**config.mk**
```make
export PLATFORM = sky130hd
export DESIGN_NAME = dtt_min_tree
export DESIGN_NICKNAME = d
export VERILOG_FILES = /design/src/sv/dtt_pkg.sv /design/src/sv/dtt_min_tree.sv
export SDC_FILE = /design/constraint.sdc
export NUM_CORES = 2
export LEC_CHECK = 0
export BUFFER_PORTS_ARGS = -buffer_cell sky130_fd_sc_hd__buf_2
export CORE_AREA = 2 2 634 636
export CTS_CLUSTER_SIZE = 40
export DETAILED_ROUTE_END_ITERATION = 8
export DIE_AREA = 0 0 636 638
export SLEW_MARGIN = 20
export SYNTH_ARGS = -nofsm -noshare
export SYNTH_HDL_FRONTEND = slang
export SYNTH_SLANG_ARGS = --single-unit
export TNS_END_PERCENT = 20
```
**constraint.sdc**
```tcl
create_clock -name clk -period 5 [get_ports clk]
set_input_delay 0.25 -clock clk [delete_from_list [all_inputs] [get_ports clk]]
set_output_delay 0.25 -clock clk [all_outputs]
set_load 0.03 [all_outputs]
```
**src/sv/dtt_pkg.sv**
```systemverilog
// shared types and constants of the deadline timer table
// no dependencies; every other file refers to this package by scoped names
`default_nettype none

package dtt_pkg;

	localparam int TIMER_SLOTS = 16;
	localparam int SLOT_W      = (TIMER_SLOTS > 1) ? $clog2(TIMER_SLOTS) : 1;
	localparam int TREE_LVLS   = (TIMER_SLOTS > 1) ? $clog2(TIMER_SLOTS) : 1;
	localparam int TREE_LEAVES = 1 << TREE_LVLS;
	localparam int CNT_W       = (TREE_LVLS > 1) ? $clog2(TREE_LVLS) : 1;

	localparam int NAME_W = 32;
	localparam int DL_W   = 64;

	typedef enum logic [1:0] {
		OP_ARM     = 2'd0,
		OP_CANCEL  = 2'd1,
		OP_DISARM  = 2'd2,
		OP_DESTROY = 2'd3
	} op_t;

	typedef enum logic [1:0] {
		ST_OK        = 2'd0,
		ST_NOT_TIMER = 2'd1,
		ST_FULL      = 2'd2
	} st_t;

	// controller commands to the datapath
	typedef struct packed {
		logic capture;
		logic lookup;
		logic update;
	} cmd_t;

	// one candidate of the earliest-deadline search, all zero when not valid
	typedef struct packed {
		logic              valid;
		logic [NAME_W-1:0] name;
		logic [DL_W-1:0]   deadline;
	} node_t;

endpackage

`default_nettype wire

```
**src/sv/dtt_min_tree.sv**
```systemverilog
// registered compare tree that finds the earliest armed deadline
// depends on dtt_pkg; one tree level settles per clock
`default_nettype none

module dtt_min_tree (
	input  wire logic           clk,
	input  wire dtt_pkg::node_t leaves [dtt_pkg::TREE_LEAVES],
	output dtt_pkg::node_t      root
);

	localparam int L = dtt_pkg::TREE_LEAVES;

	// heap order: node 1 is the root, node i has children 2i and 2i+1
	dtt_pkg::node_t node_q [1:L-1];

	function automatic dtt_pkg::node_t pick(input dtt_pkg::node_t a, input dtt_pkg::node_t b);
		dtt_pkg::node_t r;
		if (!a.valid) begin
			r = b;
		end else if (!b.valid) begin
			r = a;
		end else if ((b.deadline < a.deadline) ||
				((b.deadline == a.deadline) && (b.name < a.name))) begin
			r = b;
		end else begin
			r = a;
		end
		return r;
	endfunction

	for (genvar i = 1; i < L; i++) begin : g_node
		dtt_pkg::node_t lo;
		dtt_pkg::node_t hi;
		if (2 * i >= L) begin : g_leaf
			assign lo = leaves[2 * i - L];
			assign hi = leaves[2 * i + 1 - L];
		end else begin : g_inner
			assign lo = node_q[2 * i];
			assign hi = node_q[2 * i + 1];
		end
		always_ff @(posedge clk) begin
			node_q[i] <= pick(lo, hi);
		end
	end

	assign root = node_q[1];

endmodule

`default_nettype wire

```
# Yosys cells after proc, flatten, opt, wreduce, memory -nomap -nowiden
# Memories as Yosys holds them, arrays and structs flattened.
# Cells that the tools add are included.
[word_totals] reg_bits=0 latchBits=0 ram_bits=1455 mem_bits_ro=0 output_inout_bits=97 memories=1
[mem_list] memory="node_q" words=15 width=97 read_ports=15 rd_clocked_by_memory_dff=0 wr=15 line="dtt_min_tree.sv:14" text="dtt_pkg::node_t node_q [1:L-1];"
[op_classes] addsub=0 n_mul=0 div=0 n_lt_le_gt_ge=30 eq_ne=15 shift=0 n_mux=45 bitwise=0 reduce_logical=30
[ops] op="$mux W96" count=27
[ops] op="$mux W97" count=18
[ops] op="$eq A64 B64 Y1" count=15
[ops] op="$lt A64 B64 Y1" count=15
[ops] op="$lt A32 B32 Y1" count=15
[ops] op="$logic_and A1 B1 Y1" count=15
[ops] op="$logic_or A1 B1 Y1" count=15

# Logic depth before layout (Yosys ltp)
# An unclocked memory read counts as a cell.
[depth] depth_word=7 ltp_mapped=13 ltp_nobuf=10

# Worst setup path before layout
# Ideal clock, no wire load.
[synth_timing] path_type="reg-to-reg" start="register, netlist name node_q[0][1372]" end="register, netlist name node_q[0][735]" setup_time_ns=0.121 t_arrival_ns=2.811 required_ns=4.879 setup_slack_ns=2.068 stages_incl_launch_ff=13 n_path_buf=2 cell_sequence="dfxtp_1 inv_1 ha_1 nand4_1 or4_1 a21o_1 a311oi_1 a211o_1 nor3_1 nor2_1 buf_2 buf_4 mux2_2"

==> flow_metrics.tcl <==
set metrics [dict create \
    cts_setup_buffers 0 \
    synthCells 8150 \
    clkPwrFrac 0.302 \
    numCtsBuffers 179 \
    synth-seq-cells 1455 \
    max_cap_violations 0 \
    critPathMaxFanout 30 \
    die_h_um 638 \
    ys_top_cells_by_count "inv_1, dfxtp_1, ha_1" \
    ant_nets 0 \
    critical_path.cell_chain "dlygate4sd3_1 -> buf_2 -> inv_1 -> ha_1 -> nand4_1 -> buf_4 -> nor4_1 -> nand3_1 -> or3_1 -> a31oi_1 -> or3b_1 -> buf_4 -> o311a_4 -> buf_12 -> mux2_2 -> dlygate4sd3_1" \
    dr.pass1.iters 5 \
    final_util 0.300 \
    drc 0 \
    drt_iter0_markers 4486 \
    path_class "input port to flop" \
    stdcell_count 17100 \
    netlist_top_cells_area "dfxtp_1, ha_1, mux2_2" \
    wl_met2_mm 200 \
    dieArea_mm2 0.406 \
    fin_crit_ns 4.76 \
    crit_path_end_kind "flop" \
    die_w_um 636 \
    avgSynthCellArea_um2 10.1 \
    crit_required_ns 5.73 \
    ios 1650 \
    start_util 0.206 \
    p_switching_uw 16500 \
    clk_pin_slew_ns 0.06 \
    arrival_ns 5.48 \
    wl_met1_mm 185 \
    fin_setup_tns_ns 0 \
    cts_tree "yes" \
    p_int_uw 28800 \
    clock.fmax_mhz 210 \
    worstMarginPinSlew_ns 1.01 \
    slew_headroom 0.324 \
    fin_nets 14500 \
    p_total_uw 45300 \
    grt_pass1_wl_mm 593 \
    largest_reg_flops 1455 \
    power_switching_share 0.363 \
    clk-insertion-delay-late_ns 0.89 \
    startpoint_type "input port" \
    grt_remaining_overflow 0 \
    routabilityCongestion 0.997 \
    root_buffer "clkbuf_16" \
    vias 74400 \
    wl_per_cell_um 26.0 \
    top_layer "met5" \
    clock_tree.buffer_depth 4 \
    max_stage_delay_ns 0.66 \
    yosysMostFrequentCell "inv_1" \
    yosysWarnings 0 \
    area_delta_synth_final_pct 45.4 \
    hp-class "input port to flop" \
    placementRows 232 \
    max-vdd-ir-drop_mv 0.325 \
    dp.cells 15000 \
    synth-edff-count 0 \
    dp_hpwl_mm 383 \
    top_register "node_q" \
    yosysSeqAreaShare 0.354 \
    async_flop_share 0 \
    p_leak_uw 0.0575 \
    powerDensity_mw_per_mm2 379 \
    slew_viol_final 0 \
    yosysUniqueCellTypes 74 \
    synth_flop_cell "dfxtp_1" \
    whs_ns 0.125 \
    setup_viol 0 \
    wl_met3_mm 33.5 \
    worst_clock_skew_ns 0.0869 \
    fillers 41400 \
    htree_levels 4 \
    slowest_stage "o311a_4" \
    grt_usage 0.210 \
    cts.sinks 1455 \
    outcome "complete, no violations" \
    coreArea_mm2 0.399 \
    io_buffers 1649 \
    grt_max_degree 96 \
    synth_largest_area_cell "dfxtp_1" \
    period_share 0.952 \
    syn-num-nets 11100 \
    seq_power_share 0.363 \
    netlist_area_mm2 0.0823 \
    top_regs "node_q x1455" \
    via_per_inst 4.36 \
    grt_pass1_vias 75700 \
    antenna_found_initial 299 \
    yosysTopAreaCellShare 0.354 \
    drive_above_1_share 0.304 \
    drt_wl_total_mm 443 \
    final-hold-violation-count 0 \
    rsz0062_at_grt "no" \
    p_comb_frac 0.335 \
]
final cells by class:
class	instances	area (um^2)	area share
clock buffer	227	4970	0.0416
sequential	1455	29100	0.243
inverter	1457	5470	0.0457
antenna	178	445	0.00372
clock inverter	91	1110	0.00932
timing repair buffer	3296	24800	0.207
multi-input combinational	5084	47100	0.394
tap	5265	6590	0.0551
metrics by stage:
step	cell area [um^2]	setup WS (ns)
floorplan	82300	2.07
global placement	97500	-0.497
detailed placement	97500	-0.458
CTS	119000	0.00637
global route	119000	0.0206
finish	120000	0.241
per-layer routing:
layer,GRT usage,vias up
met5,0,-
met4,0.0956,112
met3,0.0584,934
met2,0.344,2573
met1,0.254,35400
li1,-,35400
kinds of logic (layout without fill, tap and decap cells):
| logic type | count (synthesis) | in the layout | synth area share |
|---|---|---|---|
| buf+inv | 1611 | 5071 | 0.0771 |
| flops | 1455 | 1455 | 0.354 |
| mux | 1440 | 1440 | 0.201 |
| fa+ha+maj | 1425 | 1425 | 0.217 |
| compound gates | 1111 | 1111 | 0.0822 |
| simple gates | 1108 | 1108 | 0.0694 |
| other cells | 0 | 178 | 0 |
repair_timing:
item | in CTS | in global routing
hold endpoints to repair | 776 | 0
endpoints found under the setup margin | 96 | 30
gates resized for setup | 3 | 1
hold buffers | 1552 | 0
layout by cell type, fill, tap and decap left out, types with 55 or more instances in the layout:
| cell type | n |
|---|---|
| nor3_1 | 55 |
| inv_1 | 1457 |
| nand3_1 | 153 |
| nor2_1 | 120 |
| ha_1 | 1425 |
| mux2_4 | 80 |
| clkbuf_16 | 181 |
| nand2_1 | 340 |
| a21o_1 | 98 |
| dfxtp_1 | 1455 |
| nand4_1 | 215 |
| o21ai_0 | 185 |
| dlygate4sd3_1 | 1552 |
| mux2_2 | 1350 |
| buf_2 | 1649 |
| a21oi_1 | 535 |
| buf_4 | 69 |
| diode_2 | 178 |
power by group through the flow:
| stage | Combinational (uW) | Clock, uW | Sequential (uW) |
|---|---|---|---|
| 6_report | 15200 | 13700 | 16400 |
| 2_1_floorplan | 7600 | 0 | 15700 |
| 3_3_place_gp | 13600 | 0 | 16700 |
| 3_5_place_dp | 13700 | 0 | 16600 |
| 5_1_grt | 16700 | 14400 | 16600 |
| 4_1_cts | 15200 | 14000 | 16400 |
worst max-delay path: cells and delay by family:
kind            cells  cell delay, ns
simple gates        5            1.61
buf+inv             7            2.03
compound gates      2            0.84
fa+ha+maj           1            0.27
mux                 1            0.36
path summary, 6_finish.rpt:
path,startpoint,endpoint,slack [ns],cells after the start
hold / removal,leaves[453],node_q[0][1326],0.13,3
hold reg to reg,node_q[0][257],node_q[0][160],0.44,1
setup / recovery,leaves[1324],node_q[0][928],0.24,16
setup reg to reg,node_q[0][545],node_q[0][237],0.33,10
No activity file was read; power rests on OpenSTA's default activity.
