--- config.mk ---
export PLATFORM = sky130hd
export DESIGN_NAME = dtt_table
export DESIGN_NICKNAME = d
export VERILOG_FILES = /design/src/sv/dtt_pkg.sv /design/src/sv/dtt_table.sv
export SDC_FILE = /design/constraint.sdc
export NUM_CORES = 2
export LEC_CHECK = 0
export BUFFER_PORTS_ARGS = -buffer_cell sky130_fd_sc_hd__buf_2
export CORE_AREA = 2 2 670 672
export DETAILED_ROUTE_END_ITERATION = 12
export DIE_AREA = 0 0 672 674
export GPL_TIMING_DRIVEN = 0
export PLACE_DENSITY = 0.4
export SKIP_LAST_GASP = 1
export SYNTH_ARGS = -nofsm -noshare
export SYNTH_HDL_FRONTEND = slang
export SYNTH_SLANG_ARGS = --single-unit
--- constraint.sdc ---
create_clock -name clk -period 6.56 [get_ports clk]
set_input_delay 0.328 -clock clk [delete_from_list [all_inputs] [get_ports clk]]
set_output_delay 0.328 -clock clk [all_outputs]
set_load 0.01 [all_outputs]
--- src/sv/dtt_pkg.sv ---
// shared types and constants of the deadline timer table
// no dependencies; every other file refers to this package by scoped names
`default_nettype none

package dtt_pkg;

	localparam int TIMER_SLOTS = 16;
	localparam int SLOT_W      = (TIMER_SLOTS > 1) ? $clog2(TIMER_SLOTS) : 1;
	localparam int TREE_LVLS   = (TIMER_SLOTS > 1) ? $clog2(TIMER_SLOTS) : 1;
	localparam int TREE_LEAVES = 1 << TREE_LVLS;
	localparam int CNT_W       = (TREE_LVLS > 1) ? $clog2(TREE_LVLS) : 1;

	localparam int NAME_W = 32;
	localparam int DL_W   = 64;

	typedef enum logic [1:0] {
		OP_ARM     = 2'd0,
		OP_CANCEL  = 2'd1,
		OP_DISARM  = 2'd2,
		OP_DESTROY = 2'd3
	} op_t;

	typedef enum logic [1:0] {
		ST_OK        = 2'd0,
		ST_NOT_TIMER = 2'd1,
		ST_FULL      = 2'd2
	} st_t;

	// controller commands to the datapath
	typedef struct packed {
		logic capture;
		logic lookup;
		logic update;
	} cmd_t;

	// one candidate of the earliest-deadline search, all zero when not valid
	typedef struct packed {
		logic              valid;
		logic [NAME_W-1:0] name;
		logic [DL_W-1:0]   deadline;
	} node_t;

endpackage

`default_nettype wire

--- src/sv/dtt_table.sv ---
// timer slot storage with name lookup, free slot search and update
// depends on dtt_pkg; feeds the leaves of dtt_min_tree
`default_nettype none

module dtt_table (
	input  wire logic                          clk,
	input  wire logic                          arst_n,
	input  wire dtt_pkg::cmd_t                 cmd,
	input  wire logic [1:0]                    opcode,
	input  wire logic [dtt_pkg::NAME_W-1:0]    timer_name,
	input  wire logic [dtt_pkg::DL_W-1:0]      deadline,
	input  wire logic                          is_timer,
	output dtt_pkg::st_t                       status,
	output logic                               already_armed,
	output logic [dtt_pkg::DL_W-1:0]           removed_deadline,
	output dtt_pkg::node_t                     leaves [dtt_pkg::TREE_LEAVES]
);

	localparam int N = dtt_pkg::TIMER_SLOTS;

	// captured item
	dtt_pkg::op_t                 op_q;
	logic [dtt_pkg::NAME_W-1:0]   name_q;
	logic [dtt_pkg::DL_W-1:0]     dl_q;
	logic                         timer_q;

	// slots
	logic [N-1:0]                 valid_q;
	logic [dtt_pkg::NAME_W-1:0]   slot_name_q [N];
	logic [dtt_pkg::DL_W-1:0]     slot_dl_q [N];

	// lookup results
	logic                         hit_q;
	logic [dtt_pkg::SLOT_W-1:0]   hit_idx_q;
	logic [dtt_pkg::DL_W-1:0]     hit_dl_q;
	logic                         free_any_q;
	logic [dtt_pkg::SLOT_W-1:0]   free_idx_q;

	// result fields
	dtt_pkg::st_t                 status_q;
	logic                         was_q;
	logic [dtt_pkg::DL_W-1:0]     removed_q;

	logic [N-1:0]                 match;
	logic [N-1:0]                 free_vec;
	logic [N-1:0]                 free_oh;
	logic [dtt_pkg::SLOT_W-1:0]   hit_idx;
	logic [dtt_pkg::SLOT_W-1:0]   free_idx;
	logic [dtt_pkg::DL_W-1:0]     hit_dl;

	always_comb begin
		hit_idx  = '0;
		free_idx = '0;
		hit_dl   = '0;
		for (int i = 0; i < N; i++) begin
			match[i] = valid_q[i] && (slot_name_q[i] == name_q);
		end
		free_vec = ~valid_q;
		free_oh  = free_vec & (~free_vec + 1'b1);
		for (int i = 0; i < N; i++) begin
			if (match[i]) begin
				hit_idx = hit_idx | dtt_pkg::SLOT_W'(i);
				hit_dl  = hit_dl | slot_dl_q[i];
			end
			if (free_oh[i]) begin
				free_idx = free_idx | dtt_pkg::SLOT_W'(i);
			end
		end
	end

	// payload registers
	always_ff @(posedge clk) begin
		if (cmd.capture) begin
			op_q    <= dtt_pkg::op_t'(opcode);
			name_q  <= timer_name;
			dl_q    <= deadline;
			timer_q <= is_timer;
		end
		if (cmd.lookup) begin
			hit_q      <= |match;
			hit_idx_q  <= hit_idx;
			hit_dl_q   <= hit_dl;
			free_any_q <= |free_vec;
			free_idx_q <= free_idx;
		end
		if (cmd.update) begin
			status_q  <= dtt_pkg::ST_OK;
			was_q     <= 1'b0;
			removed_q <= '0;
			unique case (op_q)
				dtt_pkg::OP_ARM: begin
					if (!timer_q) begin
						status_q <= dtt_pkg::ST_NOT_TIMER;
					end else if (hit_q) begin
						slot_dl_q[hit_idx_q] <= dl_q;
						was_q                <= 1'b1;
					end else if (free_any_q) begin
						slot_name_q[free_idx_q] <= name_q;
						slot_dl_q[free_idx_q]   <= dl_q;
					end else begin
						status_q <= dtt_pkg::ST_FULL;
					end
				end
				dtt_pkg::OP_CANCEL: begin
					if (hit_q) begin
						removed_q <= hit_dl_q;
					end
				end
				dtt_pkg::OP_DISARM: begin
				end
				dtt_pkg::OP_DESTROY: begin
					if (!timer_q) begin
						status_q <= dtt_pkg::ST_NOT_TIMER;
					end
				end
				default: begin
				end
			endcase
		end
	end

	// valid bits
	always_ff @(posedge clk or negedge arst_n) begin
		if (!arst_n) begin
			valid_q <= '0;
		end else if (cmd.update) begin
			unique case (op_q)
				dtt_pkg::OP_ARM: begin
					if (timer_q && !hit_q && free_any_q) begin
						valid_q[free_idx_q] <= 1'b1;
					end
				end
				dtt_pkg::OP_CANCEL, dtt_pkg::OP_DISARM: begin
					if (hit_q) begin
						valid_q[hit_idx_q] <= 1'b0;
					end
				end
				dtt_pkg::OP_DESTROY: begin
					if (timer_q && hit_q) begin
						valid_q[hit_idx_q] <= 1'b0;
					end
				end
				default: begin
				end
			endcase
		end
	end

	// leaves of the search tree, zero when empty or padding
	always_comb begin
		for (int i = 0; i < dtt_pkg::TREE_LEAVES; i++) begin
			leaves[i] = '0;
		end
		for (int i = 0; i < N; i++) begin
			if (valid_q[i]) begin
				leaves[i].valid    = 1'b1;
				leaves[i].name     = slot_name_q[i];
				leaves[i].deadline = slot_dl_q[i];
			end
		end
	end

	assign status           = status_q;
	assign already_armed    = was_q;
	assign removed_deadline = removed_q;

`ifndef SYNTHESIS
	a_unique_names: assert property (@(posedge clk) disable iff (!arst_n)
		$onehot0(match))
		else $error("timer name held by more than one slot");
`endif

endmodule

`default_nettype wire

== Word level (Yosys, flattened, before mapping) ==
Memory sizes are Yosys's and may differ from the RTL's.
Index checks and enable logic that the tools add are counted.
Word-level totals
  bits of input ports: 104
  memories kept: 2
  memory bits (writable): 1536
  output and inout port bits: 1619
  flip-flop bits (word level): 256
Memory list
  slot_dl_q: words 16, bits a word 64, read ports 16, clocked after memory_dff 0, wr ports 1, line dtt_table.sv:30  | logic [dtt_pkg::DL_W-1:0] slot_dl_q [N];
  slot_name_q: words 16, bits a word 32, read ports 16, clocked after memory_dff 0, wr ports 1, line dtt_table.sv:29  | logic [dtt_pkg::NAME_W-1:0] slot_name_q [N];
Operators by class
  bitwise operators: 21
  mux-type cells: 81
  add/subtract/negate cells: 1
  magnitude comparators: 4
  eq/ne operators: 22
  reduce and logical (&&, ||, !) cells: 35
Operators by type and width (number)
  $mux W97: 16
  $mux W64: 17
  $or A64 B64 Y64: 15
  $eq A32 B32 Y1: 16
  $reduce_or A64 Y1: 1
  $mux W16: 3
  $not A16 Y16: 3
  $pmux W16 S3: 1
  $and A16 B16 Y16: 2
  $reduce_or A16 Y1: 2
  $mux W3: 8
  $mux W2: 11
  $logic_and A1 B1 Y1: 21
  $mux W1: 21
  $add A16 B1 Y16 const B: 1
  $or A16 B16 Y16: 1
  $reduce_or A8 Y1: 2
  $lt A4 B5 Y1 const B: 2
  $demux W1 S4: 2
  $ge A4 B1 Y1 const B: 2
  $reduce_or A4 Y1: 2
  $ne A2 B2 Y1 const B: 3
  $reduce_or A2 Y1: 3
  $eq A2 B2 Y1 const B: 2
  other kinds (7): 7

== Longest topological paths before layout ==
An unclocked memory read counts as a cell.
  depth after elaboration: 34
  depth in mapped cells: 10
  gate-level depth less buffers: 8

== Worst setup path after synthesis ==
Ideal clock, no wire load.
  path kind: reg-to-reg
  start point: reg op_q[0]
  end point: mem slot_dl_q[0][0] in the netlist's numbering (enable)
  arrival: 4359 ps
  cell stages (with the launch flop): 8
  path buffers: 1
  setup time: 486 ps
  setup slack: 1715 ps
  path through: edfxtp_1 inv_1 ha_1 nand3_1 nor2_1 buf_1 mux2_2 nor2_1
On the way
  word-level cells in the longest chain between the ends: 6
  elaborated cells between the ends (all ways): 10
  those cells by class: mux (8); reduce/logical (2)
Ends and longest elaborated chain
  start, declared: line dtt_table.sv:22  | dtt_pkg::op_t op_q;
  start signal, assigned: line dtt_table.sv:74  | op_q <= dtt_pkg::op_t'(opcode);
  $logic_not A2 Y1 *: line dtt_table.sv:90  | unique case (op_q)
  $mux W1: line dtt_table.sv:90
  $mux W1: line dtt_table.sv:86  | if (cmd.update) begin
  $mux W1 (not written as such): line dtt_table.sv:99  | slot_dl_q[free_idx_q] <= dl_q;
  $reduce_or A64 Y1 (no source line)
  $mux W4 (no source line) / $mux W1 (equally long branches)
  end, declared: line dtt_table.sv:30
Mark *: on every way between the ends. The rest lies on a longest branch, timed or not.

== Worst setup path in the final report ==
  start point: reg name_q[11] in the netlist's numbering
  end point: reg hit_dl_q[15] in the netlist's numbering, data pin
On the way
  word-level cells in the longest chain between the ends: 33
  elaborated cells between the ends (all ways): 63
  those cells by class: eq/ne (16); mux (16); bitwise (15); reduce/logical (16)
Ends and longest elaborated chain
  start, declared: line dtt_table.sv:23  | logic [dtt_pkg::NAME_W-1:0] name_q;
  start signal, assigned: line dtt_table.sv:75  | name_q <= timer_name;
  $eq A32 B32 Y1: line dtt_table.sv:56  | match[i] = valid_q[i] && (slot_name_q[i] == name_q);
  $logic_and A1 B1 Y1: line dtt_table.sv:56
  $mux W64: line dtt_table.sv:61  | if (match[i]) begin
  $or A64 B64 Y64: line dtt_table.sv:63  | hit_dl = hit_dl | slot_dl_q[i];
  $mux W64: line dtt_table.sv:61
  $or A64 B64 Y64: line dtt_table.sv:63
  $mux W64: line dtt_table.sv:61
  $or A64 B64 Y64: line dtt_table.sv:63
  [... 18 more ...]
  $mux W64: line dtt_table.sv:61
  $or A64 B64 Y64: line dtt_table.sv:63
  $mux W64: line dtt_table.sv:61
  $or A64 B64 Y64: line dtt_table.sv:63
  $mux W64: line dtt_table.sv:61
  $or A64 B64 Y64: line dtt_table.sv:63
  $mux W64 *: line dtt_table.sv:61
  net hit_dl, one bit: line dtt_table.sv:49  | logic [dtt_pkg::DL_W-1:0] hit_dl;
  end signal, assigned: line dtt_table.sv:82  | hit_dl_q <= hit_dl;
  end, declared: line dtt_table.sv:35  | logic [dtt_pkg::DL_W-1:0] hit_dl_q;
Mark *: on every way through the listed nets, which the timed path passes. The rest lies on a longest branch.
A chain may end at the register's enable or synchronous reset.

==> impl_metrics.py <==
metrics = {
    "outcome": {
        "status": "finished, violations left",
        "violations": "antenna rules, capacitance limit, slew limit",
    },
    "sta": {
        "setup_violations": 0,
        "worst_slew_pin_slew_ns": 1.640,
        "period_share_pct": 99.68,
        "maxSlewHeadroom_pct": -9.364,
        "fin_ws_ns": 0.02092,
        "fin_skew_ns": 0.1141,
        "hold_viol_final": 0,
        "post-route-min-period_ns": 6.539,
        "slew_violations": 50,
        "rsz0062_at_grt": "false",
        "max_freq_ghz": 0.1529,
    },
    "logic_synthesis": {
        "postSynthAreaPerCell_um2": 12.42,
        "ys_warn_count": 0,
        "synth_nets": 7020,
        "yosys_register_bits": 1792,
        "synth_cell_type_count": 47,
        "synth_edf_count": 1776,
        "netlist_area_um2": 85850,
        "syn_inst": 6913,
        "synth-async-reset-ratio_pct": 0.8929,
        "ys_seq_area_share_pct": 62.59,
        "ys.flop_type": "edfxtp_1",
    },
    "final_layout": {
        "nets": 9284,
        "drive_above_1_share_pct": 26.37,
        "area_growth_pct": 34.33,
        "final_common_cell": "and2_1",
        "final_cell_mix": "2179 x and2_1, 1784 x buf_2, 1776 x edfxtp_1, 885 x nand4_1, 445 x clkbuf_1",
        "fin_util_pct": 25.82,
    },
    "global_route": {
        "grt_overflow": 0,
        "grt_max_degree": 43,
        "antenna_found_initial": 195,
        "grt_pass1_wl_mm": 852.0,
        "grt_pass1_vias": 72410,
        "grt_util_all_layers_pct": 29.40,
    },
    "critical_path": {
        "critPathMaxFanout": 12,
        "r2r_end": "hit_dl_q[15]$_DFFE_PP_",
        "cp-start-kind": "flip-flop",
        "required_ns": 7.34,
        "arrival_ns": 7.32,
        "ff2ff_path_depth": 13,
        "r2r_setup_slack_ns": 0.02,
        "end_kind": "flip-flop",
        "reg2reg_from": "name_q[11]$_DFFE_PP_",
        "worstSetupEndpoint": "hit_dl_q[15]$_DFFE_PP_",
        "critPathKind": "reg -> reg",
        "crit_start": "name_q[11]$_DFFE_PP_",
    },
    "floorplanning": {
        "dieWidth_um": 672,
        "initial_core_util_pct": 19.22,
        "ios": 1723,
        "core_um2": 446600,
        "die-area_um2": 452900,
        "rows": 246,
        "dieHeight_um": 674,
    },
    "route": {
        "via_per_inst": 5.010,
        "ant_nets": 2,
        "drtIter0Drc": 10710,
        "drc": 0,
        "drt-wirelength-per-cell_um": 45.07,
        "via_count": 77490,
        "wl_mm": 697.3,
        "firstDrtPassIters": 6,
    },
    "power": {
        "ir_drop_mv": 0.2385,
        "power_density_nw_per_um2": 254.3,
        "leakage_nw": 43.19,
    },
    "clock_network": {
        "clkTransAtPathRegs_ns": 0.06,
        "cts_setup_buffers": 0,
        "cts_buffers": 231,
        "cts_tree": "done",
        "cts.htree.levels": 4,
        "insertion_delay_ns": 0.99,
        "cts_sinks": 1792,
        "clk_path_buf_depth": 4,
        "cts-root-buf": "clkbuf_16",
    },
    "placement": {
        "gp_congestion": 0.9518,
        "dp_hpwl_mm": 558.8,
        "place_ws_ns": 0.05022,
        "portBuffers": 1722,
    },
    "job": {
        "max-cap-violations": 4,
    },
    "hold_path": {
        "min_path_type": "in -> reg",
        "whs_path_depth": 2,
        "holdCritStartpoint": "deadline[62]",
    },
}
[synth_stat cells (4+ instances only)]
cell,number,area [um^2]
buf_2,66,330.3
nand4_1,885,5537
o2111ai_1,257,2251
buf_1,59,221.5
nor2_1,60,225.2
nand3_1,140,700.7
and2_1,2179,13630
nand2b_1,9,56.30
or4_1,65,488.0
nand2_1,156,585.6
buf_4,36,270.3
and3_1,73,456.7
clkbuf_1,458,1719
inv_1,13,48.80
dfrtp_1,16,400.4
mux2_2,4,45.04
xor2_1,104,910.9
nor4_1,31,193.9
nor3_1,21,105.1
buf_6,29,326.6
o21ai_0,32,160.2
a21oi_1,5,25.02
nor2b_1,4,25.02
edfxtp_1,1776,53330
xnor2_1,403,3530
[through the flow]
stage                     power [mW]  std cells  hold slack (ns)  area, um^2  setup TNS (ns)
after CTS                      29.47      15320       0.00003364      114900               0
after floorplan                14.03       6913          0.03241       85850               0
after global routing           29.88      15350          0.03941      115000               0
after global placement         15.82      14590           0.2879      101900        -5685.35
final                          29.33      15470          0.08980      115300               0
after detailed placement       15.97      14750           0.2992      105800               0
[cell families after synthesis]
group | count (synthesis) | share of synthesized area [%]
AOI/OAI and AO/OA | 309 | 2.989
xor gates and xnor gates | 507 | 5.172
adders and majority gates | 3 | 0.04373
buffers and inverters | 661 | 3.397
DFF | 1792 | 62.59
muxes | 5 | 0.06412
and+or+nand+nor | 3636 | 25.75
[flip-flops by register name, summed over array words and instances, names as in the netlist]
register,cells
free_any_q,1
timer_q,1
removed_deadline,64
dl_q,64
free_idx_q,4
status,2
valid_q,16
hit_dl_q,64
op_q,2
slot_name_q,512
slot_dl_q,1024
already_armed,1
name_q,32
hit_idx_q,4
hit_q,1
[area by class of cell]
cell class / instances / area [um^2]
inverter: 13 / 48.80
sequential: 1792 / 53730
fill: 47190 / 331300
timing repair buffer: 2031 / 13530
antenna: 152 / 380.4
clock inverter: 155 / 1737
clock buffer: 266 / 5912
buffer: 648 / 2950
tap: 5952 / 7447
multi-input combinational: 4460 / 29590
[worst max-delay path, cell delays in order (launching register included)]
cell and delay (ns):
edfxtp_1 0.59, buf_8 0.25, buf_16 0.16, buf_2 0.25, buf_6 0.26, xnor2_1 0.99, nand4_1 0.25, nor4_2 0.97
buf_8 0.25, buf_2 0.94, clkbuf_1 0.44, nand4_1 0.20, o2111ai_1 0.36, or4_1 0.28
[routing by layer]
layer	global-route usage [%]	share of wire, %	wire length (um)	vias up
met4	14.91	5.9	40820	14
met3	6.485	8.2	57450	1025
met2	44.97	44	306800	5394
li1	-	-	-	30080
met5	0	0.016	109	-
met1	38.93	42	292000	40980
[repair_timing]
item / CTS / global route
hold endpoints to repair: 217 / 0
hold buffers: 146 / 0
gates resized for setup: 1 / 0
endpoints found under the setup margin: 1 / 0
[power breakdown]
group	internal (mW)	total [mW]	switching [mW]
clock	7.65	13.5	5.83
sequential	12.8	13.2	0.431
combinational	0.776	2.64	1.86
[worst min-delay path by stage]
| stage | end | slack, ns |
|---|---|---|
| 5_1_grt | name_q[1]$_DFFE_PP_ | 0.04 |
| 3_3_place_gp | valid_q[3]$_DFFE_PN0P_ | 0.29 |
| 3_5_place_dp | valid_q[5]$_DFFE_PN0P_ | 0.30 |
| 6_report | dl_q[62]$_DFFE_PP_ | 0.09 |
| 2_1_floorplan | valid_q[0]$_DFFE_PN0P_ | 0.03 |
| 4_1_cts | dl_q[12]$_DFFE_PP_ | 0.00003 |
Power figures use the tool's default switching activity.
