`src/sv/dtt_pkg.sv`:
```
// shared types and constants of the deadline timer table
// no dependencies; every other file refers to this package by scoped names
`default_nettype none

package dtt_pkg;

	localparam int TIMER_SLOTS = 16;
	localparam int SLOT_W      = (TIMER_SLOTS > 1) ? $clog2(TIMER_SLOTS) : 1;
	localparam int TREE_LVLS   = (TIMER_SLOTS > 1) ? $clog2(TIMER_SLOTS) : 1;
	localparam int TREE_LEAVES = 1 << TREE_LVLS;
	localparam int CNT_W       = (TREE_LVLS > 1) ? $clog2(TREE_LVLS) : 1;

	localparam int NAME_W = 32;
	localparam int DL_W   = 64;

	typedef enum logic [1:0] {
		OP_ARM     = 2'd0,
		OP_CANCEL  = 2'd1,
		OP_DISARM  = 2'd2,
		OP_DESTROY = 2'd3
	} op_t;

	typedef enum logic [1:0] {
		ST_OK        = 2'd0,
		ST_NOT_TIMER = 2'd1,
		ST_FULL      = 2'd2
	} st_t;

	// controller commands to the datapath
	typedef struct packed {
		logic capture;
		logic lookup;
		logic update;
	} cmd_t;

	// one candidate of the earliest-deadline search, all zero when not valid
	typedef struct packed {
		logic              valid;
		logic [NAME_W-1:0] name;
		logic [DL_W-1:0]   deadline;
	} node_t;

endpackage

`default_nettype wire

```
`src/sv/dtt_ctrl.sv`:
```
// controller state machine of the deadline timer table
// depends on dtt_pkg; drives the datapath through dtt_pkg::cmd_t
`default_nettype none

module dtt_ctrl (
	input  wire logic         clk,
	input  wire logic         arst_n,
	input  wire logic         start,
	output logic              busy,
	output logic              done,
	output dtt_pkg::cmd_t     cmd
);

	typedef enum logic [2:0] {
		S_IDLE,
		S_LOOK,
		S_UPD,
		S_MIN,
		S_OUT
	} state_t;

	state_t                    state_q;
	logic                      busy_q;
	logic                      done_q;
	logic [dtt_pkg::CNT_W-1:0] cnt_q;

	always_ff @(posedge clk or negedge arst_n) begin
		if (!arst_n) begin
			state_q <= S_IDLE;
			busy_q  <= 1'b0;
			done_q  <= 1'b0;
			cnt_q   <= '0;
		end else begin
			done_q <= 1'b0;
			unique case (state_q)
				S_IDLE: begin
					if (start) begin
						state_q <= S_LOOK;
						busy_q  <= 1'b1;
					end
				end
				S_LOOK: begin
					state_q <= S_UPD;
				end
				S_UPD: begin
					state_q <= S_MIN;
					cnt_q   <= '0;
				end
				S_MIN: begin
					if (cnt_q == dtt_pkg::CNT_W'(dtt_pkg::TREE_LVLS - 1)) begin
						state_q <= S_OUT;
						busy_q  <= 1'b0;
						done_q  <= 1'b1;
					end else begin
						cnt_q <= cnt_q + 1'b1;
					end
				end
				S_OUT: begin
					if (start) begin
						state_q <= S_LOOK;
						busy_q  <= 1'b1;
					end else begin
						state_q <= S_IDLE;
					end
				end
				default: begin
					state_q <= S_IDLE;
				end
			endcase
		end
	end

	assign busy        = busy_q;
	assign done        = done_q;
	assign cmd.capture = start && !busy_q;
	assign cmd.lookup  = (state_q == S_LOOK);
	assign cmd.update  = (state_q == S_UPD);

`ifndef SYNTHESIS
	a_accept_busy: assert property (@(posedge clk) disable iff (!arst_n)
		start && !busy |=> busy)
		else $error("busy not raised after an accepted item");

	a_done_idle: assert property (@(posedge clk) disable iff (!arst_n)
		done |-> !busy)
		else $error("result strobe while busy");

	a_done_single: assert property (@(posedge clk) disable iff (!arst_n)
		done |=> !done)
		else $error("result strobe longer than one cycle");

	a_update_after_lookup: assert property (@(posedge clk) disable iff (!arst_n)
		cmd.update |-> $past(cmd.lookup))
		else $error("table update without a lookup before it");
`endif

endmodule

`default_nettype wire

```
`config.mk`:
```
export PLATFORM = sky130hd
export DESIGN_NAME = dtt_ctrl
export DESIGN_NICKNAME = d
export VERILOG_FILES = /design/src/sv/dtt_pkg.sv /design/src/sv/dtt_ctrl.sv
export SDC_FILE = /design/constraint.sdc
export NUM_CORES = 1
export LEC_CHECK = 0
export ABC_AREA = 0
export ABC_CLOCK_PERIOD_IN_PS = 3030
export BUFFER_PORTS_ARGS = -buffer_cell sky130_fd_sc_hd__buf_4
export CAP_MARGIN = 20
export CORE_AREA = 2 2 39 41
export DETAILED_ROUTE_END_ITERATION = 8
export DIE_AREA = 0 0 41 43
export PLACE_DENSITY = 0.53
export SLEW_MARGIN = 15
export SYNTH_ARGS = -nofsm -noshare
export SYNTH_HDL_FRONTEND = slang
export SYNTH_SLANG_ARGS = --single-unit
```
`constraint.sdc`:
```
create_clock -name clk -period 3.03 [get_ports clk]
set_input_delay 0 -clock clk [delete_from_list [all_inputs] [get_ports clk]]
set_output_delay 0 -clock clk [all_outputs]
set_load 0.01 [all_outputs]
```
# After elaboration in Yosys (flattened, before gate mapping)
# Index checks and enable logic that the tools add are counted.
dict set report op_classes {
  shift 0
  mux 11
  order_cmp 0
  n_eq_ne 9
  n_reduce_logical 9
  mul 0
  n_addsub 1
  n_bitwise 0
  div_mod_pow 0
}
# cell count
set ops {}
lappend ops {{$pmux W3 S5} 1}
lappend ops {{$eq A3 B2 Y1 const B} 2}
lappend ops {{$mux W3} 2}
lappend ops {{$ne A2 B2 Y1 const B} 3}
lappend ops {{$mux W1} 5}
lappend ops {{$pmux W2 S2} 1}
lappend ops {{$reduce_and A2 Y1} 2}
lappend ops {{$reduce_bool A2 Y1} 2}
lappend ops {{$eq A3 B1 Y1 const B} 1}
lappend ops {{$eq A3 B3 Y1 const B} 1}
lappend ops {{$logic_not A3 Y1} 1}
lappend ops {{$reduce_and A3 Y1} 1}
lappend ops {{$add A2 B1 Y2 const B} 1}
lappend ops {{$eq A2 B2 Y1 const B} 1}
lappend ops {{$mux W2} 1}
lappend ops {{$ne A2 B1 Y1 const B} 1}
lappend ops {{$pmux W1 S2} 1}
lappend ops {{$reduce_or A2 Y1} 1}
lappend ops {{$logic_and A1 B1 Y1} 1}
lappend ops {{$logic_not A1 Y1} 1}
dict set report word_totals {
  mem_bits_ro 0
  mem_bits_rw 0
  reg_bits 7
  latch_bits 0
  out_inout_bits 5
  input_bits 3
  mem_count 0
}

# Depth between registers and ports, before layout
# Gate-level depths: netlist of the first run.
dict set report logic_depth {
  word_depth 4
  ltp_mapped 4
  depth_no_buf 4
}

# Least setup slack after synthesis of the first run
# OpenSTA, ideal clock, no wires.
dict set report synth_path {
  path_type {reg2reg}
  start {register cnt_q[0] (netlist name)}
  end {register cnt_q[0] (netlist name)}
  path_slack_ps 1914
  synth_period_minus_slack_ps 1116
  t_arrival_ps 1016
  stages_incl_launch_ff 4
  n_path_buf 0
  setup_ps 101
  path_cell_list {dfrtp_1 ha_1 nand2b_2 o311ai_2}
}
dict set report synth_via {
  elab_chain_cells 3
  word_cells_on_any_way 6
  classes_between {add/sub (1); eq/ne (2); mux (2); reduce/logical (1)}
}
# element line_no
set synth_lines {}
lappend synth_lines {{start, declared} dtt_ctrl.sv:25} ;# logic [dtt_pkg::CNT_W-1:0] cnt_q;
lappend synth_lines {{start signal, assigned} dtt_ctrl.sv:55} ;# cnt_q <= cnt_q + 1'b1;
lappend synth_lines {{$add A2 B1 Y2 or $eq A2 B2 Y1 (tied branches)} {dtt_ctrl.sv:55, dtt_ctrl.sv:50}}
lappend synth_lines {{$mux W2 or $ne A2 B2 Y1 (tied branches)} n/a}
lappend synth_lines {{$pmux W2 S2 or $reduce_and A2 Y1 (tied branches)} n/a}
# Parallel ways exist; a longest one is shown, timed or not. The select of a mux whose other input is x is not followed.
# A chain may end at the register's enable or synchronous reset.

==> results.json, run 1 <==
{
  "outcome": "finished, final reports clean",
  "multi_input_area_um2": 151,
  "cts_made_buffers": 3,
  "drtIter0Drc": 4,
  "cpPeakStageDelay_ps": 470,
  "cts_root_buffer": "clkbuf_4",
  "ys_top_cells_by_area": "dfrtp_1 53%, o21ai_0 6.1%, nor2_1 5.7%, and2b_2 5.3%, o311ai_2 4.9%",
  "dp_hpwl_um": 472,
  "clk_pin_slew_worst_paths_ps": 60,
  "grt_use_total_pct": 8.79,
  "worstPathArrival_ps": 1250,
  "stdcell_area_um2": 439,
  "ios": 8,
  "diodes": 0,
  "netlist_instances": 33,
  "p_total_mw": 0.424,
  "start_kind": "flip-flop",
  "layout_min_cycle_time_ps": 1250,
  "gp_congestion": 0.637,
  "area_delta_synth_final_pct": 33.0,
  "fp.dieH_um": 43,
  "synth.top_cell.area_share_pct": 53.0,
  "max_slew_margin_pct": 84.4,
  "worstSetupEndpointType": "output pin",
  "path_max_fanout": 8,
  "ant_nets": 0,
  "period_share_pct": 41.1,
  "finalHoldViolCount": 0,
  "ys_seq_elements": 7,
  "dieArea_um2": 1760,
  "synthSimpleGateAreaFrac_pct": 28.4,
  "worstPathCellList": "inv_1 > nor3_1 > buf_4",
  "fmax_mhz": 803,
  "die_w_um": 41,
  "final-setup-viol-count": 0,
  "grt_max_degree": 9,
  "syn_area_um2": 330,
  "num_rows": 14,
  "numClockSinks": 7,
  "post_layout_nonfiller_instances": 61,
  "setup.worst_path.class": "flip-flop to output pin",
  "synth_top_cell_by_area": "dfrtp_1",
  "nNetsFinal": 50,
  "drc": 0,
  "grt_pass1_vias": 237,
  "required_ps": 3030,
  "synthAdderAreaFrac_pct": 3.79,
  "fill_cells": 157,
  "rsz0062_at_grt": "no",
  "synth_top_family_by_area": "simple AND/OR/NAND/NOR gates",
  "slowest_stage": "dfrtp_1",
  "leakage_nw": 0.208,
  "wl_um": 620,
  "layout_common_cells": "7 x dfrtp_1, 7 x buf_4, 5 x nor2_1",
  "wl_per_cell_um": 10.2,
  "drv_cap": 0,
  "syn_avg_cell_area_um2": 10.0,
  "insertion_delay_ps": 260,
  "overflow": 0,
  "regArea_um2": 175,
  "cts_buffer_depth": 2,
  "initial_core_util_pct": 23.9,
  "hold_class": "primary input to async pin",
  "tns_ps": 0,
  "synth_compound_area_share_pct": 13.6,
  "final_util_pct": 31.7,
  "grt_pass1_wl_um": 938,
  "vias": 255,
  "core-area_um2": 1380,
  "ys_types": 15,
  "synth_mux_area_share_pct": 0,
  "htree_levels": 1,
  "yosysWarnings": 0,
  "slew_violations": 0,
  "placed_cells": 56,
  "io_buffers": 7,
  "vias_per_cell": 4.18,
  "ir_drop_uv": 250,
  "tightest_slew_ps": 234,
  "dpl-instance-area_um2": 403,
  "synth_nets": 37,
  "drive_gt1_share_pct": 31.1,
  "worstRegToRegCells": 3,
  "synth-seq-area-share_pct": 53.0,
  "synth_xor_area_share_pct": 0,
  "postCtsSetupBuffers": 0,
  "dr.pass1.iters": 2,
  "cts_tree": "built",
  "antenna_found_initial": 0,
  "worst_clock_skew_ps": 1.31,
  "power_per_cell_area_nw_per_um2": 967
}
## final timing paths
kind,from,end,slack [ps]
max in group asynchronous,arst_n,busy$_DFFE_PN0P_,2820
worst max register to register,cnt_q[0]$_DFFE_PN0P_,cnt_q[0]$_DFFE_PN0P_,1830
worst min-delay path,arst_n,cnt_q[1]$_DFFE_PN0P_,90
min in group clk,start,state_q[0]$_DFFE_PN0P_,120
worst min register to register,state_q[2]$_DFFE_PN0P_,state_q[1]$_DFFE_PN0P_,470
worst max-delay path,state_q[0]$_DFFE_PN0P_,cmd[1],1780
## worst max-delay path, delay by kind of cell, from the launching register on
kind | cells | cell delay [ps]
buffers and inverters | 2 | 310
DFF | 1 | 470
and+or+nand+nor | 1 | 220
## registers in the layout, indices dropped and copies added, names as in the netlist
register	cells
busy	1
cnt_q	2
done	1
state_q	3
## metrics by stage
step                setup slack (ps)  hold slack, ps
global placement                1850            -183
CTS                             1780            84.7
floorplan                       1910            -296
global route                    1710            97.7
detailed placement              1840            -182
finish                          1780            89.0
## layer usage
| layer | track usage, % | vias to the layer above | routed length [um] |
|---|---|---|---|
| li1 | - | 134 | - |
| met1 | 10.8 | 117 | 298 |
| met2 | 10.3 | 4 | 292 |
| met3 | 4.71 | 0 | 29 |
| met4 | 8.00 | 0 | 0 |
| met5 | 0 | - | 0 |
## timing repair
action | CTS | global route
hold buffers | 1 | 0
gates resized for setup | 0 | 0
hold endpoints to repair | 7 | 0
## Yosys cell counts, drive strengths merged
library cell / number
dfrtp: 7
nor2: 5
nand2: 4
o21ai: 4
and2b: 2
nand2b: 2
nand3: 2
and2: 1
ha: 1
inv: 1
nor2b: 1
nor3: 1
o2bb2ai: 1
o311ai: 1
## power by group
part / internal, mW / switching [mW] / leakage, nW
logic: 0.0869 / 0.0838 / 0.110
registers: 0.129 / 0.0350 / 0.0826
clock network: 0.0505 / 0.0387 / 0.0150
total: 0.267 / 0.158 / 0.208
## cells by family (layout without fill, tap and decap cells)
family,Yosys count,after routing
AOI/OAI and AO/OA,6,6
adders and majority gates,1,1
buffers and inverters,1,13
DFF,7,7
and+or+nand+nor,18,18
## area by class of cell
| cell class | count | area share [%] |
|---|---|---|
| clock buffers | 4 | 5.98 |
| inverters | 1 | 0.855 |
| flip-flops and latches | 7 | 39.9 |
| multi-input cells | 25 | 34.5 |
| repair buffers | 8 | 14.2 |
| well taps | 16 | 4.56 |
Power figures use the tool's default switching activity.
==> inputs of run 2 (changes only) <==
--- a/config.mk
+++ b/config.mk
@@ -6,13 +6,13 @@
 export NUM_CORES = 1
 export LEC_CHECK = 0
 export ABC_AREA = 0
-export ABC_CLOCK_PERIOD_IN_PS = 3030
+export ABC_CLOCK_PERIOD_IN_PS = 1000
 export BUFFER_PORTS_ARGS = -buffer_cell sky130_fd_sc_hd__buf_4
 export CAP_MARGIN = 20
 export CORE_AREA = 2 2 39 41
 export DETAILED_ROUTE_END_ITERATION = 8
 export DIE_AREA = 0 0 41 43
-export PLACE_DENSITY = 0.53
+export PLACE_DENSITY = 0.55
 export SLEW_MARGIN = 15
 export SYNTH_ARGS = -nofsm -noshare
 export SYNTH_HDL_FRONTEND = slang
==> constraint.sdc (replaced) <==
create_clock -name clk -period 1 [get_ports clk]
set_input_delay 0 -clock clk [delete_from_list [all_inputs] [get_ports clk]]
set_output_delay 0 -clock clk [all_outputs]
set_load 0.01 [all_outputs]
==> run 2 against run 1 <==
  * The flow now finishes with violations (negative setup slack)
  * Design area up 37%
  * First-iteration DRC count is 50% lower
  * Clock power grew to 2.8 times the previous value
  * Clock skew grew 4.0 ps
  * Utilization increased by 12 points
  * Via count increased by 27%
  * Count of clock-buffer cells in the layout unchanged
  * Sequential power grew to 3.1 times the previous value
  * Setup slack got worse by 1900 ps
  * Sequential cell count is the same
  * Global-route usage up 3.2 points
  * Register-to-register slack worse by 1900 ps
  * Critical path type is now flip-flop to flip-flop
  * Critical endpoint is now cnt_q[0]$_DFFE_PN0P_
  * Largest cell class is now multi-input gates
  * Largest power group unchanged
==> results.json, run 2 (synthesized netlist as in run 1, its figures left out) <==
{
  "worstPathArrival_ps": 1230,
  "wl_per_cell_um": 13.1,
  "top_layer": "met4",
  "antenna_found_initial": 0,
  "ios": 8,
  "numClockSinks": 7,
  "outcome": "finished with violations",
  "top_register": "state_q",
  "grt_max_degree": 8,
  "drc": 0,
  "area_delta_synth_final_pct": 82.2,
  "vias_per_cell": 4.49,
  "leakage_nw": 0.276,
  "num_rows": 14,
  "cp_top_family": "flip-flops",
  "slowest_stage": "dfrtp_1",
  "setup.worst_path.class": "flip-flop to flip-flop",
  "largest_reg_flops": 3,
  "layout_common_cells": "14 x buf_4, 6 x dfrtp_1, 4 x nor2_1, 4 x buf_6",
  "htree_levels": 1,
  "cpPeakStageDelay_ps": 410,
  "failed_checks": "negative setup slack",
  "ant_nets": 0,
  "tightest_slew_ps": 224,
  "slew_violations": 0,
  "worstPathCellList": "ha_4 > nand2b_4 > o311ai_4",
  "wl_um": 941,
  "power_per_cell_area_nw_per_um2": 3160,
  "cts_buffer_depth": 2,
  "layout_min_cycle_time_ps": 1080,
  "insertion_delay_ps": 250,
  "routedLengthMet1_um": 393,
  "grt_use_total_pct": 12.0,
  "wl_met3_um": 24,
  "io_buffers": 7,
  "hold_class": "primary input to async pin",
  "grt_pass1_wl_mm": 1.36,
  "fill_cells": 138,
  "cts_tree": "built",
  "max_slew_margin_pct": 85.0,
  "worst_clock_skew_ps": 5.27,
  "grt_pass1_vias": 319,
  "vias": 323,
  "nNetsFinal": 61,
  "period_share_pct": 108,
  "diodes": 0,
  "cts_made_buffers": 3,
  "cts_root_buffer": "clkbuf_4",
  "die_w_um": 41,
  "fin_ws_ps": -83.0,
  "drv_cap": 0,
  "dp_hpwl_um": 527,
  "final_util_pct": 43.5,
  "wl_met2_um": 508,
  "worstSetupEndpointType": "flip-flop",
  "top_regs": "state_q (3), cnt_q (2)",
  "rsz0062_at_grt": "yes",
  "finalHoldViolCount": 0,
  "fp.dieH_um": 43,
  "gp_congestion": 0.779,
  "drtIter0Drc": 2,
  "final-setup-viol-count": 6,
  "required_ps": 1150,
  "clk_pin_slew_worst_paths_ps": 50,
  "overflow": 0,
  "placed_cells": 60,
  "layout_commonest_cell": "buf_4",
  "post_layout_nonfiller_instances": 72,
  "dieArea_um2": 1760,
  "dr.pass1.iters": 2,
  "ir_drop_uv": 1140,
  "fmax_mhz": 923,
  "path_max_fanout": 5,
  "drive_gt1_share_pct": 62.5,
  "crit_buf_inv": 0,
  "start_kind": "flip-flop",
  "core-area_um2": 1380,
  "initial_core_util_pct": 23.9
}
-- run 2: power breakdown --
group	switching (mW)	total, mW	leakage [nW]	internal (mW)
combinational	0.497	1.15	0.180	0.651
sequential	0.108	0.504	0.0819	0.396
clock	0.100	0.252	0.0150	0.152
total	0.706	1.90	0.276	1.20
-- run 2: routing by layer --
layer | track usage [%] | vias to the layer above
met5 | 0 | -
met2 | 17.5 | 5
met1 | 15.6 | 157
met3 | 1.57 | 2
li1 | - | 159
met4 | 8.00 | 0
-- run 2: final timing paths --
path                                      start                     end  slack [ps]  cells after the start
setup / recovery           cnt_q[1]$_DFFE_PN0P_    cnt_q[0]$_DFFE_PN0P_         -80                      3
hold / removal                           arst_n  state_q[0]$_DFFE_PN0P_         100                      2
setup reg to reg           cnt_q[1]$_DFFE_PN0P_    cnt_q[0]$_DFFE_PN0P_         -80                      3
hold reg to reg                busy$_DFFE_PN0P_        busy$_DFFE_PN0P_         560                      1
max in group asynchronous                arst_n  state_q[0]$_DFFE_PN0P_         770                      2
min in group clk                          start  state_q[0]$_DFFE_PN0P_         140                      4
-- run 2: cell type report --
cell class / instances / area (um2) / area share [%]
clock buffers: 4 / 26.3 / 4.37
inverters: 1 / 3.75 / 0.624
multi-input cells: 25 / 215 / 35.8
flip-flops and latches: 7 / 176 / 29.3
well taps: 16 / 20.0 / 3.33
repair buffers: 19 / 160 / 26.6
-- run 2: worst register-to-register path, cell delays in order, from the launching register on --
cell and delay [ps]:
dfrtp_1 410, ha_4 190, nand2b_4 160, o311ai_4 220
-- run 2: through the flow --
| step | area [um2] | hold slack (ps) | TNS (ps) | total power [mW] | worst slack [ps] |
|---|---|---|---|---|---|
| after floorplan | 338 | -296 | -20.0 | 0.878 | -20.0 |
| after global placement | 440 | -178 | -70.6 | 1.16 | -61.8 |
| after detailed placement | 440 | -183 | -72.8 | 1.17 | -62.6 |
| after CTS | 556 | 98.2 | -195 | 1.72 | -72.1 |
| after global routing | 602 | 102 | -608 | 2.03 | -133 |
| final | 602 | 102 | -236 | 1.90 | -83.0 |
-- run 2: timing repair --
action | 4_1_cts | 5_1_grt
setup buffers | 5 | 2
setup endpoints to repair | 5 | 9
pin swaps | 4 | 4
hold buffers | 1 | 0
endpoints found under the hold margin | 7 | 0
resized for setup | 9 | 8
==> inputs of run 3 (changes only) <==
--- a/config.mk
+++ b/config.mk
@@ -9,10 +9,12 @@
 export ABC_CLOCK_PERIOD_IN_PS = 1000
 export BUFFER_PORTS_ARGS = -buffer_cell sky130_fd_sc_hd__buf_4
 export CAP_MARGIN = 20
+export CELL_PAD_IN_SITES_DETAIL_PLACEMENT = 0
+export CELL_PAD_IN_SITES_GLOBAL_PLACEMENT = 1
 export CORE_AREA = 2 2 39 41
 export DETAILED_ROUTE_END_ITERATION = 8
 export DIE_AREA = 0 0 41 43
-export PLACE_DENSITY = 0.55
+export PLACE_DENSITY = 0.65
 export SLEW_MARGIN = 15
 export SYNTH_ARGS = -nofsm -noshare
 export SYNTH_HDL_FRONTEND = slang
==> run 3 against run 2 <==
  * Setup slack gained 33 ps
  * Utilization is 5.2 points lower
  * Clock power barely moved
  * Critical endpoint is now cmd[1]
  * Largest cell class unchanged
  * Global-route usage shrank 1.3 points
  * Sequential power fell by 2%
  * Sequential share of layout area grew 3.7 points
  * The flow still finishes with violations (negative setup slack)
  * Fmax rose by 3.1%
  * Design area decreased by 12%
==> results.json, run 3 (synthesized netlist as in run 1, its figures left out) <==
{
  "outcome": "finished with violations",
  "failed_checks": "negative setup slack",
  "cts_root_buffer": "clkbuf_4",
  "worstSetupEndpointType": "output pin",
  "tightest_slew_ps": 195,
  "worst_clock_skew_ps": 5.30,
  "fin_ws_ps": -50.4,
  "top_regs": "state_q (3), cnt_q (2)",
  "largest_reg_flops": 3,
  "drive_gt1_share_pct": 52.9,
  "layout_common_cells": "11 x buf_4, 7 x dfrtp_1, 4 x nand2_1, 4 x nor2_1, 3 x clkbuf_4",
  "layout_min_cycle_time_ps": 1050,
  "overflow": 0,
  "final_util_pct": 38.3,
  "timing.rr.start": "cnt_q[0]$_DFFE_PN0P_",
  "cts_made_buffers": 3,
  "vias_per_cell": 4.28,
  "setup.worst_path.class": "flip-flop to output pin",
  "htree_levels": 1,
  "nNetsFinal": 56,
  "leakage_nw": 0.246,
  "r2r-end": "cnt_q[0]$_DFFE_PN0P_",
  "cts_tree": "built",
  "ir_drop_uv": 1310,
  "ant_nets": 0,
  "vias": 287,
  "drc": 0,
  "insertion_delay_ps": 250,
  "period_share_pct": 105,
  "grt_max_degree": 8,
  "diodes": 0,
  "grt_pass1_vias": 280,
  "dp_slack_ps": -34.2,
  "area_delta_synth_final_pct": 60.6,
  "cts_buffer_depth": 2,
  "drtIter0Drc": 6,
  "drv_cap": 0,
  "finalHoldViolCount": 0,
  "fp.dieH_um": 43,
  "dp_hpwl_um": 476,
  "power_per_cell_area_nw_per_um2": 2980,
  "path_max_fanout": 3,
  "dieArea_um2": 1760,
  "max_slew_margin_pct": 87.0,
  "slew_violations": 0,
  "antenna_found_initial": 0,
  "wl_um": 694,
  "core-area_um2": 1380,
  "num_rows": 14,
  "numClockSinks": 7,
  "rsz0062_at_grt": "yes",
  "hold_class": "primary input to async pin",
  "wl_per_cell_um": 10.4,
  "start_kind": "flip-flop",
  "gp_congestion": 0.806,
  "worstRegToRegCells": 3,
  "layout_commonest_cell": "buf_4",
  "grt_pass1_wl_mm": 1.19,
  "worstPathArrival_ps": 1050,
  "top_register": "state_q",
  "final-setup-viol-count": 4,
  "io_buffers": 7,
  "grt_use_total_pct": 10.6,
  "clk_pin_slew_worst_paths_ps": 50,
  "ff2ff_setup_slack_ps": -50,
  "dr.pass1.iters": 2,
  "required_ps": 1000,
  "die_w_um": 41,
  "fmax_mhz": 952,
  "ios": 8,
  "initial_core_util_pct": 23.9
}
==> run 3: cell count changes in the layout (fill, tap and decap cells not counted), sizes merged <==
cell / change
buf: -5
==> run 3: cell type report <==
cell class / count / area, um2
clock buffer: 4 / 26.3
fill: 139 / 853
inverter: 1 / 3.75
multi-input combinational: 25 / 190
sequential: 7 / 175
tap: 16 / 20.0
timing repair buffer: 14 / 115
==> run 3: stage by stage <==
stage	hold slack (ps)	power [mW]	cells	setup TNS, ps	instance area (um2)
finish	94.5	1.58	67	-143	531
global route	106	1.71	67	-485	531
CTS	90.5	1.56	67	-153	527
detailed placement	-181	1.14	60	-66.1	440
global placement	-181	1.15	60	-61.7	440
floorplan	-296	0.878	33	-20.0	338
==> run 3: worst max-delay path, stage by stage (launching register included) <==
cell	delay, ps
dfrtp_1	400
buf_6	130
nor3_2	140
buf_4	140
==> run 3: layer usage <==
layer / share of wire (%) / global-route usage (%)
met4: 0 / 2.00
met2: 48 / 14.1
met3: 7.8 / 7.85
met1: 44 / 14.0
met5: 0 / 0
==> run 3: worst max path at each step <==
stage,start,end,slack (ps),cells past startpoint
floorplan,cnt_q[0]$_DFFE_PN0P_,cnt_q[0]$_DFFE_PN0P_,-20,3
CTS,state_q[2]$_DFFE_PN0P_,cmd[1],-50,3
global route,state_q[2]$_DFFE_PN0P_,cmd[1],-100,3
global placement,cnt_q[0]$_DFFE_PN0P_,cnt_q[0]$_DFFE_PN0P_,-40,3
detailed placement,cnt_q[0]$_DFFE_PN0P_,cnt_q[1]$_DFFE_PN0P_,-30,4
finish,state_q[2]$_DFFE_PN0P_,cmd[1],-50,3
==> run 3: report_power, final <==
group | leakage, nW | switching [mW] | internal, mW
combinational | 0.148 | 0.365 | 0.469
sequential | 0.0826 | 0.0996 | 0.393
clock | 0.0150 | 0.102 | 0.152
total | 0.246 | 0.567 | 1.01
==> run 3: timing repair <==
| action | 4_1_cts | 5_1_grt |
|---|---|---|
| pin swaps | 1 | 2 |
| endpoints found under the hold margin | 7 | 0 |
| setup buffers | 2 | 0 |
| hold buffers | 1 | 0 |
| gates cloned | 0 | 0 |
| endpoints found under the setup margin | 4 | 7 |
| resized for setup | 8 | 2 |
